## src/hdl/iohist_pkg.sv

```systemverilog
// Package with the shared types, constants and helpers of the orientation histogram.
`default_nettype none

package iohist_pkg;

	localparam int GRAD_W = 11;
	localparam int SQ_W = 2 * GRAD_W;
	localparam int MAG_W = 15;
	localparam int SUM_W = 35;
	localparam int BIN_W = 4;
	localparam int NUM_BINS = 9;

	localparam int MAX_WIDTH_DEF = 1024;
	localparam int MAG_FRAC_BITS_DEF = 4;

	localparam logic [MAG_W-1:0] MAG_MAX = '1;

	localparam int TAN_FRAC = 32;
	localparam int THR_W = 35;
	localparam int NUM_THR = 8;
	localparam int PROD_W = GRAD_W + 1 + THR_W;
	localparam int ANGLE_CMP_W = PROD_W + 1;

	// Tangents of -70, -50, -30, -10, 10, 30, 50 and 70 degrees in Q32.
	localparam logic signed [THR_W-1:0] THRESH [NUM_THR] = '{
		-35'sd11800327048, -35'sd5118542705, -35'sd2479700524, -35'sd757318616,
		35'sd757318616, 35'sd2479700524, 35'sd5118542705, 35'sd11800327048
	};

	localparam logic [BIN_W-1:0] BIN_DOWN = 4'd0;
	localparam logic [BIN_W-1:0] BIN_FLAT = 4'd4;
	localparam logic [BIN_W-1:0] BIN_UP = 4'd8;

	typedef logic [SUM_W-1:0] iohist_sum_t;
	typedef iohist_sum_t [NUM_BINS-1:0] iohist_sums_t;

	typedef enum logic [2:0] {
		S_IDLE,
		S_SQUARE,
		S_SUM,
		S_ROOT,
		S_ROUND,
		S_ACCUM,
		S_TOTAL
	} iohist_state_t;

	typedef struct packed {
		logic load;
		logic square;
		logic sum;
		logic root;
		logic round;
	} iohist_grad_ctrl_t;

	typedef struct packed {
		logic read;
		logic accum;
		logic total;
	} iohist_acc_ctrl_t;

	function automatic iohist_sum_t sat_add(input iohist_sum_t a, input iohist_sum_t b);
		logic [SUM_W:0] s;
		s = {1'b0, a} + {1'b0, b};
		return s[SUM_W] ? '1 : s[SUM_W-1:0];
	endfunction

endpackage

`default_nettype wire

```

## src/hdl/iohist_grad.sv

```systemverilog
// Gradient unit: iterative magnitude square root and orientation bin search.
`default_nettype none

module iohist_grad #(
	parameter int MAG_FRAC_BITS = iohist_pkg::MAG_FRAC_BITS_DEF
) (
	input wire logic clk,
	input wire logic arst_n,
	input wire iohist_pkg::iohist_grad_ctrl_t ctrl,
	input wire logic signed [iohist_pkg::GRAD_W-1:0] gradient_x,
	input wire logic signed [iohist_pkg::GRAD_W-1:0] gradient_y,
	output logic [iohist_pkg::BIN_W-1:0] bin,
	output logic [iohist_pkg::MAG_W-1:0] magnitude
);

	localparam int GW = iohist_pkg::GRAD_W;
	localparam int ROOT_BITS = iohist_pkg::SQ_W / 2 + MAG_FRAC_BITS;
	localparam int RAD_W = 2 * ROOT_BITS;
	localparam int REM_W = ROOT_BITS + 2;
	localparam int RND_W = ROOT_BITS + 1;
	localparam int SAT_W = ROOT_BITS + 16;
	localparam int THR_IDX_W = $clog2(iohist_pkg::NUM_THR + 1);
	localparam int THR_SEL_W = $clog2(iohist_pkg::NUM_THR);
	localparam logic [THR_IDX_W-1:0] THR_END = THR_IDX_W'(iohist_pkg::NUM_THR);

	logic signed [GW-1:0] gx_q;
	logic signed [GW-1:0] gy_q;
	logic signed [GW:0] gxn_q;
	logic signed [GW:0] gyn_q;
	logic [iohist_pkg::SQ_W-1:0] sqx_s1;
	logic [iohist_pkg::SQ_W-1:0] sqy_s1;
	logic [RAD_W-1:0] rad_q;
	logic [REM_W-1:0] rem_q;
	logic [ROOT_BITS-1:0] root_q;
	logic signed [iohist_pkg::PROD_W-1:0] prod_q;
	logic prod_v_q;
	logic [THR_IDX_W-1:0] thr_idx_q;
	logic [iohist_pkg::BIN_W-1:0] cnt_q;
	logic [iohist_pkg::BIN_W-1:0] bin_q;
	logic [iohist_pkg::MAG_W-1:0] mag_q;

	logic signed [GW:0] gx_ext;
	logic signed [GW:0] gy_ext;
	logic signed [iohist_pkg::SQ_W-1:0] gxx;
	logic signed [iohist_pkg::SQ_W-1:0] gyy;
	logic [iohist_pkg::SQ_W-1:0] sq_sum;
	logic [REM_W-1:0] cand;
	logic [REM_W-1:0] trial;
	logic rem_up;
	logic [RND_W-1:0] rounded;
	logic [SAT_W-1:0] rounded_ext;
	logic [iohist_pkg::MAG_W-1:0] mag_sat;
	logic signed [iohist_pkg::ANGLE_CMP_W-1:0] gy_scaled;
	logic signed [iohist_pkg::ANGLE_CMP_W-1:0] prod_ext;
	logic [iohist_pkg::BIN_W-1:0] bin_final;

	assign gx_ext = (GW + 1)'(gradient_x);
	assign gy_ext = (GW + 1)'(gradient_y);
	assign gxx = gx_q * gx_q;
	assign gyy = gy_q * gy_q;
	assign sq_sum = sqx_s1 + sqy_s1;

	assign cand = {rem_q[ROOT_BITS-1:0], rad_q[RAD_W-1 -: 2]};
	assign trial = {root_q, 2'b01};
	assign rem_up = rem_q > REM_W'(root_q);
	assign rounded = RND_W'(root_q) + RND_W'(rem_up);
	assign rounded_ext = SAT_W'(rounded);
	assign mag_sat = (rounded_ext > SAT_W'(iohist_pkg::MAG_MAX)) ?
		iohist_pkg::MAG_MAX : rounded_ext[iohist_pkg::MAG_W-1:0];

	assign gy_scaled = iohist_pkg::ANGLE_CMP_W'(gyn_q) <<< iohist_pkg::TAN_FRAC;
	assign prod_ext = iohist_pkg::ANGLE_CMP_W'(prod_q);

	always_comb begin
		if (gx_q != '0) begin
			bin_final = cnt_q;
		end else if (gy_q == '0) begin
			bin_final = iohist_pkg::BIN_FLAT;
		end else if (gy_q[GW-1]) begin
			bin_final = iohist_pkg::BIN_DOWN;
		end else begin
			bin_final = iohist_pkg::BIN_UP;
		end
	end

	always_ff @(posedge clk or negedge arst_n) begin
		if (!arst_n) begin
			thr_idx_q <= '0;
			prod_v_q <= 1'b0;
			cnt_q <= '0;
		end else if (ctrl.load) begin
			thr_idx_q <= '0;
			prod_v_q <= 1'b0;
			cnt_q <= '0;
		end else if (ctrl.root) begin
			prod_v_q <= (thr_idx_q < THR_END);
			if (thr_idx_q < THR_END) begin
				thr_idx_q <= thr_idx_q + 1'b1;
			end
			if (prod_v_q && (gy_scaled > prod_ext)) begin
				cnt_q <= cnt_q + 1'b1;
			end
		end
	end

	always_ff @(posedge clk) begin
		if (ctrl.load) begin
			gx_q <= gradient_x;
			gy_q <= gradient_y;
			gxn_q <= gradient_x[GW-1] ? -gx_ext : gx_ext;
			gyn_q <= gradient_x[GW-1] ? -gy_ext : gy_ext;
		end
		if (ctrl.square) begin
			sqx_s1 <= gxx;
			sqy_s1 <= gyy;
		end
		if (ctrl.sum) begin
			rad_q <= RAD_W'(sq_sum) << (2 * MAG_FRAC_BITS);
			rem_q <= '0;
			root_q <= '0;
		end
		if (ctrl.root) begin
			rad_q <= rad_q << 2;
			if (cand >= trial) begin
				rem_q <= cand - trial;
				root_q <= {root_q[ROOT_BITS-2:0], 1'b1};
			end else begin
				rem_q <= cand;
				root_q <= {root_q[ROOT_BITS-2:0], 1'b0};
			end
			prod_q <= gxn_q * iohist_pkg::THRESH[thr_idx_q[THR_SEL_W-1:0]];
		end
		if (ctrl.round) begin
			mag_q <= mag_sat;
			bin_q <= bin_final;
		end
	end

	assign bin = bin_q;
	assign magnitude = mag_q;

`ifndef NO_ASSERTIONS
	a_mag_zero: assert property (@(posedge clk) disable iff (!arst_n)
		ctrl.round |=> ((mag_q == '0) == ((gx_q == '0) && (gy_q == '0))))
		else $error("magnitude zero does not match zero gradients");
`endif

endmodule

`default_nettype wire

```

## config.mk

```make
export PLATFORM = sky130hd
export DESIGN_NAME = iohist_grad
export DESIGN_NICKNAME = d
export VERILOG_FILES = /design/src/hdl/iohist_pkg.sv /design/src/hdl/iohist_grad.sv
export SDC_FILE = /design/constraint.sdc
export NUM_CORES = 2
export LEC_CHECK = 0
export BUFFER_PORTS_ARGS = -buffer_cell sky130_fd_sc_hd__buf_2
export CAP_MARGIN = 20
export CORE_UTILIZATION = 30
export DETAILED_ROUTE_END_ITERATION = 7
export GPL_ROUTABILITY_DRIVEN = 0
export PLACE_DENSITY_LB_ADDON = 0.08
export SYNTH_ARGS = -nofsm -noshare
export SYNTH_HDL_FRONTEND = slang
export SYNTH_SLANG_ARGS = --single-unit
```

## constraint.sdc

```tcl
create_clock -name clk -period 8.1 [get_ports clk]
set_input_delay 0.81 -clock clk [delete_from_list [all_inputs] [get_ports clk]]
set_output_delay 0.81 -clock clk [all_outputs]
set_load 0.02 [all_outputs]
```

==> flow_metrics.py <==
metrics = {
    "worst_setup_path": {
        "crit_arrival_ns": 7.88,
        "timing.rr.start": "thr_idx_q[0]$_DFFE_PN0P_",
        "crit_top_cell": "fa_1",
        "reg2regPathDepth": 24,
        "cp_cell_sequence": "buf_4 -> ha_1 -> inv_1 -> mux2i_1 -> buf_4 -> and2_1 -> fa_1 -> fa_1 -> fa_1 -> fa_1 -> inv_1 -> fa_1 -> inv_1 -> ha_1 -> a21oi_1 -> nand2_1 -> a31oi_1 -> o22a_1 -> o211ai_1 -> a311oi_1 -> o221ai_1 -> a211o_1 -> a21oi_1 -> xnor2_1",
        "worst_setup_path_end_kind": "register",
        "worstReg2RegEnd": "prod_q[42]$_DFFE_PP_",
        "worst-r2r-setup-slack_ns": 0.52,
        "cp_top_family": "adder cells",
        "crit_path_start_kind": "register",
        "crit_buf_inv": 5,
        "cpPeakStageDelay_ns": 0.58,
        "cp.required_ns": 8.41,
        "cp_slowest_cell": "a311oi_1",
        "critPathMaxFanout": 22,
        "critical_path_class": "reg2reg",
    },
    "timing": {
        "setup_viol": 0,
        "period_share_pct": 93.5,
        "hold_viol": 0,
        "slew-limit-headroom_pct": 26.5,
        "clock.fmax_mhz": 132,
        "drv_slew": 0,
        "fin_tns_setup_ns": 0,
        "period_minus_slack_ns": 7.58,
        "clock_skew_ns": 0.0490,
        "worst_slew_pin_slew_ns": 1.10,
        "rsz0062_at_grt": "no",
    },
    "route": {
        "firstDrtPassIters": 5,
        "drt_iter0_drc": 998,
        "wl_per_cell_um": 19.2,
        "drt-total-wl_um": 88300,
        "routed_via_density": 4.54,
        "postRouteAntennaNets": 0,
        "drc_errors": 0,
        "vias": 20800,
    },
    "synth": {
        "yosysWarningCount": 0,
        "synth_edf_count": 206,
        "netlist.area_leader.share_pct": 36.3,
        "yosys.area.top_type": "fa_1",
        "synth-seq-cells": 215,
        "synth_cells": 3133,
        "synth_nets": 3991,
        "synth_common_cells": "inv_1, fa_1, ha_1",
        "yosysUniqueCellTypes": 63,
        "ys.flop_type": "edfxtp_1",
        "yosysMostFrequentCell": "inv_1",
        "netlist_area_um2": 31500,
        "syn_area_per_cell_um2": 10.1,
        "synth_seq_area_share_pct": 20.3,
        "async_flop_share_pct": 4.19,
        "synth_area_leaders": "fa_1, edfxtp_1, ha_1, inv_1, xnor2_1",
    },
    "global_routing": {
        "grt_max_degree": 64,
        "antenna_found_initial": 6,
        "grt-ovfl-total": 0,
        "grt_usage_pct": 16.9,
        "grt_pass1_vias": 23000,
        "grt_pass1_wl_um": 138000,
    },
    "clock_network": {
        "cts.reportedPaths.clkPinSlew_ns": 0.06,
        "cts_setup_buffers": 0,
        "clk_latency_ns": 0.61,
        "cts_buffers": 30,
        "post_cts_resized": 0,
        "htreeDepth": 1,
        "cts_root_buffer": "clkbuf_16",
        "clock_path_buffers": 3,
        "cts_hold_repair.buffers": 0,
        "cts.sinks": 215,
        "cts_tree": "yes",
    },
    "place": {
        "post-dp-hpwl_um": 74800,
        "place_inst": 4531,
        "port_buffers": 47,
    },
    "layout": {
        "fin_cells": 4589,
        "drive_gt1_share_pct": 5.58,
        "fillers": 10600,
        "area_growth_pct": 10.3,
        "antennaDiodeCount": 0,
        "fin_nets": 4043,
    },
    "die": {
        "core_area_um2": 104000,
        "start_util_pct": 30.4,
        "rows": 118,
        "die-height_um": 326,
        "die_x_um": 326,
        "ioPinCount": 48,
        "dieArea_um2": 106000,
    },
    "flow_run": {
        "drv_cap": 0,
    },
    "hold_path": {
        "hp-class": "in2async",
    },
    "outcome": {
        "outcome": "finished clean",
    },
}
==> flip-flops by register name, summed over array words and instances, names as in the netlist <==
| name | cells |
|---|---|
| prod_v_q | 1 |
| sqx_s1 | 21 |
| bin | 4 |
| root_q | 15 |
| gy_q | 11 |
| prod_q | 47 |
| cnt_q | 4 |
| gx_q | 11 |
| rad_q | 22 |
| gyn_q | 11 |
| rem_q | 17 |
| gxn_q | 11 |
| sqy_s1 | 21 |
| thr_idx_q | 4 |
| magnitude | 15 |
==> placed cells by master (no fill, tap or decap), drive strengths merged, types with 12 or more instances in the layout <==
| cell | instances |
|---|---|
| nand3 | 29 |
| nor2b | 60 |
| nand2b | 37 |
| buf | 108 |
| nand4 | 17 |
| nand2 | 247 |
| clkbuf | 34 |
| a21o | 46 |
| xnor2 | 113 |
| fa | 572 |
| o21ai | 58 |
| xor2 | 45 |
| ha | 257 |
| inv | 760 |
| o21a | 12 |
| a21oi | 100 |
| and2 | 141 |
| o31ai | 16 |
| edfxtp | 206 |
| nor3 | 23 |
| and3 | 13 |
| nor4 | 15 |
| nor2 | 144 |
| clkinv | 15 |
==> worst max-delay path by stage <==
| stage | slack (ns) | cells after the start | from | endpoint |
|---|---|---|---|---|
| final | 0.52 | 24 | thr_idx_q[0]$_DFFE_PN0P_ | prod_q[42]$_DFFE_PP_ |
| after CTS | 0.51 | 23 | thr_idx_q[0]$_DFFE_PN0P_ | prod_q[44]$_DFFE_PP_ |
| after floorplan | 0.85 | 24 | thr_idx_q[0]$_DFFE_PN0P_ | prod_q[39]$_DFFE_PP_ |
| after global routing | 0.04 | 23 | thr_idx_q[0]$_DFFE_PN0P_ | prod_q[44]$_DFFE_PP_ |
| after global placement | 0.59 | 26 | thr_idx_q[0]$_DFFE_PN0P_ | prod_q[42]$_DFFE_PP_ |
| after detailed placement | 0.59 | 23 | thr_idx_q[0]$_DFFE_PN0P_ | prod_q[44]$_DFFE_PP_ |
==> final cells by class <==
class	count	area (µm²)	area share (%)
Clock inverter	22	327	0.939
Clock buffer	34	797	2.29
Inverter	761	2860	8.22
Timing Repair Buffer	108	726	2.09
Tap cell	1380	1730	4.97
Multi-Input combinational cell	2069	21900	63.1
Sequential cell	215	6410	18.4
==> routing by layer <==
layer  GRT usage [%]  routed length (µm)  part of all wire, %  vias to the layer above
met5               0                  27                0.031                        -
met1            22.3               39300                   44                    10500
li1                -                   -                    -                     9808
met3            2.05                3980                  4.5                      114
met4            5.55                3000                  3.4                        4
met2            28.5               42100                   48                      398
==> through the flow <==
step / utilization, % / area (µm²) / hold slack [ns] / worst slack, ns
floorplan: - / 31500 / 0.467 / 0.849
global placement: 32.4 / 33600 / 0.521 / 0.587
detailed placement: 32.4 / 33600 / 0.520 / 0.585
CTS: 33.4 / 34700 / 0.126 / 0.512
global route: 33.5 / 34800 / 0.136 / 0.0397
finish: 33.5 / 34800 / 0.157 / 0.523
==> cells by family (layout without fill, tap and decap cells) <==
logic type / after synthesis / count (layout) / share of synthesized area [%]
compound gates: 310 / 310 / 6.32
xor+xnor: 158 / 158 / 4.39
fa+ha+maj: 829 / 829 / 46.5
buf+inv: 849 / 925 / 10.1
flops: 215 / 215 / 20.3
mux: 15 / 15 / 0.504
other cells: 1 / 1 / 0.0119
simple gates: 756 / 756 / 11.8
Power is not shown: default switching activity piles up to over one toggle a cycle in this logic, so the estimate is an artifact.
